File: src/hdl/gdad_pkg.sv
// ----------------------------------------------------------------------------
// gdad_pkg
// Shared types, microcode table and calendar helpers for the date adder.
// ----------------------------------------------------------------------------
package gdad_pkg;

  localparam int unsigned DayW    = 5;
  localparam int unsigned MonthW  = 4;
  localparam int unsigned YearW   = 14;
  localparam int unsigned OffsetW = 17;
  localparam int unsigned AccW    = 18;
  localparam int unsigned YrAccW  = 16;
  localparam int unsigned StepW   = 3;
  localparam int unsigned Mod25W  = 5;
  localparam int unsigned QuotW   = 10;

  // floor(y * RECIP_25 / 2^RECIP_SHIFT) == floor(y / 25) for every 14-bit y
  localparam logic [15:0] RECIP_25    = 16'd41944;
  localparam int unsigned RECIP_SHIFT = 20;

  localparam logic [MonthW-1:0] MON_JAN = 4'd1;
  localparam logic [MonthW-1:0] MON_FEB = 4'd2;
  localparam logic [MonthW-1:0] MON_APR = 4'd4;
  localparam logic [MonthW-1:0] MON_JUN = 4'd6;
  localparam logic [MonthW-1:0] MON_SEP = 4'd9;
  localparam logic [MonthW-1:0] MON_NOV = 4'd11;
  localparam logic [MonthW-1:0] MON_DEC = 4'd12;

  localparam logic signed [YrAccW-1:0] YEAR_MIN = 16'sd1;
  localparam logic signed [YrAccW-1:0] YEAR_MAX = 16'sd9999;

  typedef logic [StepW-1:0] step_t;

  localparam step_t STEP_IDLE = 3'd0;
  localparam step_t STEP_MOD  = 3'd1;
  localparam step_t STEP_FWD  = 3'd2;
  localparam step_t STEP_BWD  = 3'd3;
  localparam step_t STEP_DONE = 3'd4;

  typedef enum logic [2:0] {
    OP_NOP,
    OP_LOAD,
    OP_MOD,
    OP_FWD,
    OP_BWD,
    OP_DONE
  } op_e;

  typedef enum logic [1:0] {
    C_ALWAYS,
    C_IDLE,
    C_OVER,
    C_UNDER
  } cond_e;

  typedef struct packed {
    op_e   op;
    cond_e cond;
    step_t target;
  } uword_t;

  typedef struct packed {
    op_e op;
  } ctrl_t;

  typedef struct packed {
    logic over;
    logic under;
  } flags_t;

  // Condition true: jump to target, else fall through to next step.
  function automatic uword_t ucode(input step_t step);
    uword_t w;
    case (step)
      STEP_IDLE: w = '{op: OP_LOAD, cond: C_IDLE,   target: STEP_IDLE};
      STEP_MOD:  w = '{op: OP_MOD,  cond: C_ALWAYS, target: STEP_FWD};
      STEP_FWD:  w = '{op: OP_FWD,  cond: C_OVER,   target: STEP_FWD};
      STEP_BWD:  w = '{op: OP_BWD,  cond: C_UNDER,  target: STEP_BWD};
      STEP_DONE: w = '{op: OP_DONE, cond: C_ALWAYS, target: STEP_IDLE};
      default:   w = '{op: OP_NOP,  cond: C_ALWAYS, target: STEP_IDLE};
    endcase
    return w;
  endfunction

  // ylow: low four year bits, r25: year mod 25
  function automatic logic is_leap(input logic [3:0] ylow, input logic [Mod25W-1:0] r25);
    return (ylow[1:0] == 2'd0) && ((r25 != '0) || (ylow == 4'd0));
  endfunction

  function automatic logic [DayW-1:0] month_len(input logic [MonthW-1:0] m, input logic leap);
    logic [DayW-1:0] len;
    case (m)
      MON_APR, MON_JUN, MON_SEP, MON_NOV: len = 5'd30;
      MON_FEB: len = leap ? 5'd29 : 5'd28;
      default: len = 5'd31;
    endcase
    return len;
  endfunction

endpackage

File: src/hdl/gdad_sequencer.sv
// ----------------------------------------------------------------------------
// gdad_sequencer
// Step counter over the microcode table with conditional jumps.
// ----------------------------------------------------------------------------
module gdad_sequencer import gdad_pkg::*; (
  input  logic   clk_i,
  input  logic   rst_ni,
  input  logic   start,
  input  flags_t flags_i,
  output ctrl_t  ctrl_o,
  output logic   busy
);

  step_t  step_q, step_d;
  uword_t word;
  logic   take;

  always_comb begin
    word = ucode(step_q);
    case (word.cond)
      C_ALWAYS: take = 1'b1;
      C_IDLE:   take = !start;
      C_OVER:   take = flags_i.over;
      C_UNDER:  take = flags_i.under;
      default:  take = 1'b1;
    endcase
    step_d = take ? word.target : step_q + step_t'(1);
  end

  always_comb begin
    ctrl_o.op = word.op;
    if (word.op == OP_LOAD && !start) begin
      ctrl_o.op = OP_NOP;
    end
  end

  assign busy = (step_q != STEP_IDLE);

  always_ff @(posedge clk_i or negedge rst_ni) begin
    if (!rst_ni) begin
      step_q <= STEP_IDLE;
    end else begin
      step_q <= step_d;
    end
  end

`ifndef ASSERT_OFF
  a_load_only_idle: assert property (@(posedge clk_i) disable iff (!rst_ni)
    (ctrl_o.op == OP_LOAD) |-> (step_q == STEP_IDLE && start))
    else $error("load outside idle step");
  a_idle_after_done: assert property (@(posedge clk_i) disable iff (!rst_ni)
    (step_q == STEP_DONE) |=> (step_q == STEP_IDLE))
    else $error("done step not followed by idle");
  a_accept_to_mod: assert property (@(posedge clk_i) disable iff (!rst_ni)
    (start && !busy) |=> (step_q == STEP_MOD))
    else $error("accepted beat did not enter residue step");
`endif

endmodule

File: src/hdl/gdad_datapath.sv
// ----------------------------------------------------------------------------
// gdad_datapath
// Day accumulator, month/year walk registers and the month length unit.
// ----------------------------------------------------------------------------
module gdad_datapath import gdad_pkg::*; (
  input  logic                      clk_i,
  input  logic                      rst_ni,
  input  ctrl_t                     ctrl_i,
  input  logic [DayW-1:0]           start_day_i,
  input  logic [MonthW-1:0]         start_month_i,
  input  logic [YearW-1:0]          start_year_i,
  input  logic signed [OffsetW-1:0] day_offset_i,
  output flags_t                    flags_o,
  output logic                      done_o,
  output logic [DayW-1:0]           end_day_o,
  output logic [MonthW-1:0]         end_month_o,
  output logic [YearW-1:0]          end_year_o,
  output logic                      year_out_of_range_o
);

  logic signed [AccW-1:0]   day_q, day_d;
  logic [MonthW-1:0]        month_q, month_d;
  logic signed [YrAccW-1:0] year_q, year_d;
  logic [Mod25W-1:0]        mod_q, mod_d;
  logic [QuotW-1:0]         quot_q, quot_d;
  logic                     done_q, done_d;
  logic [DayW-1:0]          eday_q, eday_d;
  logic [MonthW-1:0]        emon_q, emon_d;
  logic [YearW-1:0]         eyear_q, eyear_d;
  logic                     err_q, err_d;

  logic [29:0]              recip_prod;
  logic [YearW-1:0]         quot25, resid;
  logic                     wrap_up, wrap_dn;
  logic [MonthW-1:0]        inc_month, dec_month;
  logic signed [YrAccW-1:0] inc_year, dec_year;
  logic [Mod25W-1:0]        inc_mod, dec_mod;
  logic [DayW-1:0]          len_cur, len_dec;
  logic                     year_ok;

  assign recip_prod = 30'(start_year_i) * 30'(RECIP_25);
  assign quot25 = {quot_q, 4'b0} + {1'b0, quot_q, 3'b0} + {4'b0, quot_q};
  assign resid  = year_q[YearW-1:0] - quot25;

  assign wrap_up   = (month_q >= MON_DEC);
  assign wrap_dn   = (month_q <= MON_JAN);
  assign inc_mod   = (mod_q == Mod25W'(24)) ? '0 : mod_q + Mod25W'(1);
  assign dec_mod   = (mod_q == '0) ? Mod25W'(24) : mod_q - Mod25W'(1);
  assign inc_month = wrap_up ? MON_JAN : month_q + MonthW'(1);
  assign dec_month = wrap_dn ? MON_DEC : month_q - MonthW'(1);
  assign inc_year  = wrap_up ? year_q + YrAccW'(1) : year_q;
  assign dec_year  = wrap_dn ? year_q - YrAccW'(1) : year_q;

  assign len_cur = month_len(month_q, is_leap(year_q[3:0], mod_q));
  assign len_dec = month_len(dec_month,
                             is_leap(dec_year[3:0], wrap_dn ? dec_mod : mod_q));

  assign flags_o.over  = (day_q > $signed({{(AccW-DayW){1'b0}}, len_cur}));
  assign flags_o.under = (day_q < $signed(AccW'(1)));

  assign year_ok = (year_q >= YEAR_MIN) && (year_q <= YEAR_MAX);

  always_comb begin
    day_d   = day_q;
    month_d = month_q;
    year_d  = year_q;
    mod_d   = mod_q;
    quot_d  = quot_q;
    done_d  = 1'b0;
    eday_d  = eday_q;
    emon_d  = emon_q;
    eyear_d = eyear_q;
    err_d   = err_q;
    case (ctrl_i.op)
      OP_LOAD: begin
        day_d   = $signed({{(AccW-DayW){1'b0}}, start_day_i})
                + AccW'(day_offset_i);
        month_d = start_month_i;
        year_d  = $signed({{(YrAccW-YearW){1'b0}}, start_year_i});
        quot_d  = recip_prod[RECIP_SHIFT +: QuotW];
      end
      OP_MOD: begin
        mod_d = resid[Mod25W-1:0];
      end
      OP_FWD: begin
        if (flags_o.over) begin
          day_d   = day_q - $signed({{(AccW-DayW){1'b0}}, len_cur});
          month_d = inc_month;
          year_d  = inc_year;
          mod_d   = wrap_up ? inc_mod : mod_q;
        end
      end
      OP_BWD: begin
        if (flags_o.under) begin
          day_d   = day_q + $signed({{(AccW-DayW){1'b0}}, len_dec});
          month_d = dec_month;
          year_d  = dec_year;
          mod_d   = wrap_dn ? dec_mod : mod_q;
        end
      end
      OP_DONE: begin
        done_d  = 1'b1;
        err_d   = !year_ok;
        eday_d  = year_ok ? day_q[DayW-1:0] : '0;
        emon_d  = year_ok ? month_q : '0;
        eyear_d = year_ok ? year_q[YearW-1:0] : '0;
      end
      default: ;
    endcase
  end

  always_ff @(posedge clk_i or negedge rst_ni) begin
    if (!rst_ni) begin
      done_q <= 1'b0;
    end else begin
      done_q <= done_d;
    end
  end

  always_ff @(posedge clk_i) begin
    day_q   <= day_d;
    month_q <= month_d;
    year_q  <= year_d;
    mod_q   <= mod_d;
    quot_q  <= quot_d;
    eday_q  <= eday_d;
    emon_q  <= emon_d;
    eyear_q <= eyear_d;
    err_q   <= err_d;
  end

  assign done_o              = done_q;
  assign end_day_o           = eday_q;
  assign end_month_o         = emon_q;
  assign end_year_o          = eyear_q;
  assign year_out_of_range_o = err_q;

`ifndef ASSERT_OFF
  a_err_zero_year: assert property (@(posedge clk_i) disable iff (!rst_ni)
    done_o |-> (year_out_of_range_o == (end_year_o == '0)))
    else $error("error flag and result year disagree");
  a_day_nonzero: assert property (@(posedge clk_i) disable iff (!rst_ni)
    (done_o && !year_out_of_range_o) |-> (end_day_o != '0))
    else $error("valid result with zero day");
  a_walk_fits: assert property (@(posedge clk_i) disable iff (!rst_ni)
    (ctrl_i.op == OP_DONE) |-> (!flags_o.over && !flags_o.under))
    else $error("walk ended with day outside month");
`endif

endmodule

File: src/hdl/gregorian_date_add_days.sv
// ----------------------------------------------------------------------------
// gregorian_date_add_days
// Adds a signed day offset to a Gregorian date by walking month by month.
// ----------------------------------------------------------------------------
//  channel | handshake            | payload
//  --------+----------------------+-------------------------------------------
//  in      | start / busy         | start_day_i start_month_i start_year_i
//          |                      | day_offset_i
//  out     | done_o (1-cycle)     | end_day_o end_month_o end_year_o
//          |                      | year_out_of_range_o
//
//  A beat is taken when start is high and busy is low; busy then stays high
//  through the residue step, the forward and back month walks (one month
//  per cycle, worst case about 2160 months) and the done step.
//  done_o pulses in the first idle cycle, so a new beat can be taken then.
//  Reset is asynchronous, active low, and returns the step counter to idle.
//  Results cannot be stalled; done_o is one cycle wide.
// ----------------------------------------------------------------------------
module gregorian_date_add_days import gdad_pkg::*; (
  input  logic                      clk_i,
  input  logic                      rst_ni,
  input  logic                      start,
  output logic                      busy,
  input  logic [DayW-1:0]           start_day_i,
  input  logic [MonthW-1:0]         start_month_i,
  input  logic [YearW-1:0]          start_year_i,
  input  logic signed [OffsetW-1:0] day_offset_i,
  output logic                      done_o,
  output logic [DayW-1:0]           end_day_o,
  output logic [MonthW-1:0]         end_month_o,
  output logic [YearW-1:0]          end_year_o,
  output logic                      year_out_of_range_o
);

  ctrl_t  ctrl;
  flags_t flags;

  gdad_sequencer u_seq (
    .clk_i   (clk_i),
    .rst_ni  (rst_ni),
    .start   (start),
    .flags_i (flags),
    .ctrl_o  (ctrl),
    .busy    (busy)
  );

  gdad_datapath u_dp (
    .clk_i               (clk_i),
    .rst_ni              (rst_ni),
    .ctrl_i              (ctrl),
    .start_day_i         (start_day_i),
    .start_month_i       (start_month_i),
    .start_year_i        (start_year_i),
    .day_offset_i        (day_offset_i),
    .flags_o             (flags),
    .done_o              (done_o),
    .end_day_o           (end_day_o),
    .end_month_o         (end_month_o),
    .end_year_o          (end_year_o),
    .year_out_of_range_o (year_out_of_range_o)
  );

`ifndef ASSERT_OFF
  a_accept_busy: assert property (@(posedge clk_i) disable iff (!rst_ni)
    (start && !busy) |=> busy)
    else $error("accepted beat did not raise busy");
  a_done_single: assert property (@(posedge clk_i) disable iff (!rst_ni)
    done_o |=> !done_o)
    else $error("done strobe longer than one cycle");
  a_done_idle: assert property (@(posedge clk_i) disable iff (!rst_ni)
    done_o |-> !busy)
    else $error("result strobe while busy");
`endif

endmodule
File: config.mk
export PLATFORM = sky130hd
export DESIGN_NAME = gregorian_date_add_days
export DESIGN_NICKNAME = d
export VERILOG_FILES = /design/src/hdl/gdad_pkg.sv /design/src/hdl/gdad_sequencer.sv /design/src/hdl/gdad_datapath.sv /design/src/hdl/gregorian_date_add_days.sv
export SDC_FILE = /design/constraint.sdc
export NUM_CORES = 1
export LEC_CHECK = 0
export ABC_CLOCK_PERIOD_IN_PS = 8400
export BUFFER_PORTS_ARGS = -buffer_cell sky130_fd_sc_hd__buf_2
export CAP_MARGIN = 20
export CELL_PAD_IN_SITES_DETAIL_PLACEMENT = 1
export CELL_PAD_IN_SITES_GLOBAL_PLACEMENT = 2
export CORE_ASPECT_RATIO = 0.5
export CORE_MARGIN = 2
export CORE_UTILIZATION = 43
export CTS_BUF_LIST = sky130_fd_sc_hd__clkbuf_4
export DETAILED_ROUTE_END_ITERATION = 12
export PLACE_DENSITY_LB_ADDON = 0.3
export SYNTH_ARGS = -nofsm -noshare
export SYNTH_HDL_FRONTEND = slang
export SYNTH_SLANG_ARGS = --single-unit
File: constraint.sdc
create_clock -name clk_i -period 8.4 [get_ports clk_i]
set_input_delay 0 -clock clk_i [delete_from_list [all_inputs] [get_ports clk_i]]
set_output_delay 0 -clock clk_i [all_outputs]
set_load 0.05 [all_outputs]
==> impl_metrics.tcl <==
set metrics [dict create \
    outcome "complete, no violations" \
    synth_common_cells "inv_1 (163), ha_1 (109), edfxtp_1 (72)" \
    root_buffer "clkbuf_4" \
    post_cts_resized 0 \
    rr_endpoint "u_dp.day_q[12]$_DFFE_PP_" \
    cp-end-kind "flip-flop" \
    numPortBuffers 68 \
    yosysMostFrequentCell "inv_1" \
    period_needed_ns 4.39 \
    syn-cell-area_sq_mm 0.00905 \
    place_congestion 0.852 \
    core_area_sq_mm 0.0206 \
    drive_above_1_share_pct 10.8 \
    path_class "reg2reg" \
    setup_viol 0 \
    path_max_fanout 11 \
    wl_per_cell_um 19.5 \
    critPathCapture "u_dp.day_q[12]$_DFFE_PP_" \
    drt_iter0_markers 503 \
    die_h_um 107 \
    overflow 0 \
    r2r-start "u_dp.month_q[0]$_DFFE_PP_" \
    wl_met2_um 12800 \
    grt_setup_unrepaired "false" \
    finalHoldViolations 0 \
    nFillCells 2427 \
    cellPowerDensity_mw_per_mm2 403 \
    min_path_type "in2reg" \
    design_area_sq_mm 0.00996 \
    grt_pass1_wl_um 42800 \
    grt_pass1_vias 8162 \
    numPlacedInstances 1299 \
    postCtsSetupBuffers 0 \
    yosysTopAreaCell "edfxtp_1" \
    crit_path_start_kind "flip-flop" \
    synth_enable_flop_cells 72 \
    r2r_setup_slack_ns 4.01 \
    maxSlewHeadroom_pct 23.5 \
    worstPathRequired_ns 8.60 \
    antenna_found_initial 0 \
    finalNonFillerCells 1333 \
    drt_pre_antenna_iters 4 \
    cap_violations 0 \
    cts_sinks 76 \
    fp-row-count 37 \
    dp_hpwl_um 20600 \
    total_leakage_power_uw 0.00443 \
    grt.total_usage_pct 24.6 \
    routed_wl_um 26000 \
    top_layer "met4" \
    vias 7512 \
    synth_seq_cells 76 \
    power.total_uw 4010 \
    route.detailed.drc 0 \
    place_area_sq_mm 0.00963 \
    fin_skew_ns 0.0186 \
    numCtsBuffers 9 \
    pin_count 69 \
    finalCritPeriodShare_pct 52.3 \
    clkLatencyLatePin_ns 0.47 \
    worst_pin_slew_ns 1.14 \
    htreeDepth 3 \
    yosysUniqueCellTypes 70 \
    grt_start_max_net_pins 38 \
    synth.yosys.seq_area_share_pct 25.0 \
    die-area_sq_mm 0.0223 \
    finalNetCount 1273 \
    area_delta_synth_final_pct 10.2 \
    diodes 0 \
    setup_tns_ns 0 \
    synth_ff_type "edfxtp_1" \
    startpoint "u_dp.month_q[0]$_DFFE_PP_" \
    ys_top_cells_by_area "edfxtp_1 (24%), ha_1 (15%), fa_1 (15%)" \
    cts_buffer_depth 2 \
    syn-num-nets 1214 \
    vdd.ir_drop.worst_mv 0.158 \
    yosysTopAreaCellShare_pct 23.9 \
    synth-async-reset-ratio_pct 5.26 \
    wl_met1_um 12300 \
    reg2reg_depth 17 \
    slew_viol_final 0 \
    die_x_um 209 \
    fmax_mhz 228 \
    synth_area_per_cell_sq_um 9.08 \
    viasPerCell 5.64 \
    cp.arrival_ns 4.59 \
    synthCells 996 \
    ant_nets 0 \
    cts_tree "done" \
    start_util_pct 43.9 \
    met3_length_um 635 \
    yosysWarnings 0 \
    clk_pin_slew_ns 0.14 \
]
-- logic make-up (layout without fill, tap and decap cells) --
| kind of cell | after synthesis | count (layout) | synth area share, % |
|---|---|---|---|
| buf+inv | 211 | 275 | 8.96 |
| flops | 76 | 76 | 25.0 |
| compound gates | 215 | 215 | 16.1 |
| mux | 2 | 2 | 0.221 |
| simple gates | 268 | 268 | 15.3 |
| fa+ha+maj | 175 | 175 | 29.7 |
| xor+xnor | 49 | 49 | 4.74 |
-- worst max-delay path: stages (launching register included) --
cell      delay [ns]
edfxtp_1        0.56
inv_1           0.19
ha_1            0.34
o21ai_0         0.21
buf_4           0.22
a211oi_1        0.23
a31oi_1         0.08
nor4_1          0.25
a31oi_1         0.14
ha_1            0.22
inv_1           0.07
fa_1            0.21
or3b_2          0.49
o21ai_1         0.32
or2_2           0.21
nor2_1          0.04
o32ai_1         0.23
o21ai_0         0.12
-- how the worst min path moves through the flow --
stage / start / end / depth (start not counted)
finish: start_year_i[3] / u_dp.year_q[3]$_DFFE_PP_ / 2
global route: start_year_i[7] / u_dp.year_q[7]$_DFFE_PP_ / 2
CTS: start_year_i[7] / u_dp.year_q[7]$_DFFE_PP_ / 2
detailed placement: rst_ni / u_dp.done_o$_DFF_PN0_ / 1
global placement: rst_ni / u_dp.done_o$_DFF_PN0_ / 1
floorplan: rst_ni / u_dp.done_o$_DFF_PN0_ / 0
-- what timing repair did --
action,CTS,global route
hold buffers,18,0
hold endpoints to repair,21,0
endpoints found under the setup margin,0,0
-- per-stage QoR --
stage | util [%] | hold slack (ns) | setup slack (ns)
floorplan | - | -0.296 | 4.30
global placement | 46.7 | -0.194 | 3.94
detailed placement | 46.7 | -0.187 | 3.87
CTS | 48.4 | 0.0193 | 4.04
global route | 48.4 | 0.0393 | 3.61
finish | 48.4 | 0.0459 | 4.01
-- metal layers --
| layer | track usage [%] | vias to the layer above |
|---|---|---|
| li1 | - | 3593 |
| met1 | 33.2 | 3785 |
| met2 | 42.9 | 113 |
| met3 | 2.87 | 21 |
| met4 | 4.69 | 0 |
| met5 | 0 | - |
-- sequential cells by signal, indices dropped and copies added, names as in the netlist --
register                  cells
u_seq.step_q                  3
u_dp.day_q                   18
u_dp.month_q                  4
u_dp.done_o                   1
u_dp.end_day_o                5
u_dp.end_year_o              14
u_dp.quot_q                   5
u_dp.year_q                  16
u_dp.year_out_of_range_o      1
u_dp.end_month_o              4
u_dp.mod_q                    5
-- cell type report --
type / instances / area (sq um) / area share, %
Multi-Input combinational cell: 709 / 5990 / 60.2
Sequential cell: 76 / 2260 / 22.7
Inverter: 163 / 612 / 6.14
Timing Repair Buffer: 96 / 596 / 5.98
Tap cell: 273 / 342 / 3.43
Clock inverter: 7 / 91.3 / 0.917
Clock buffer: 9 / 67.6 / 0.678
-- placed cells by master, fill, tap and decap left out, drive strengths merged, types with 14 or more instances in the layout --
master	synthesis	routed
inv	163	163
ha	109	109
buf	12	78
edfxtp	72	72
fa	66	66
nor2	63	63
nand2	60	60
o21ai	55	55
a21oi	46	46
and2	29	29
xnor2	27	27
nor3	25	25
xor2	22	22
nand3	18	18
dlygate4sd3	0	18
a22oi	14	14
-- where the power goes --
group          switching, uW  internal [uW]  leakage, uW  total, uW
logic                   1660           1070      0.00360       2730
registers                281            735     0.000742       1020
clock network            148            120    0.0000873        267
No activity file was read; power rests on OpenSTA's default activity.
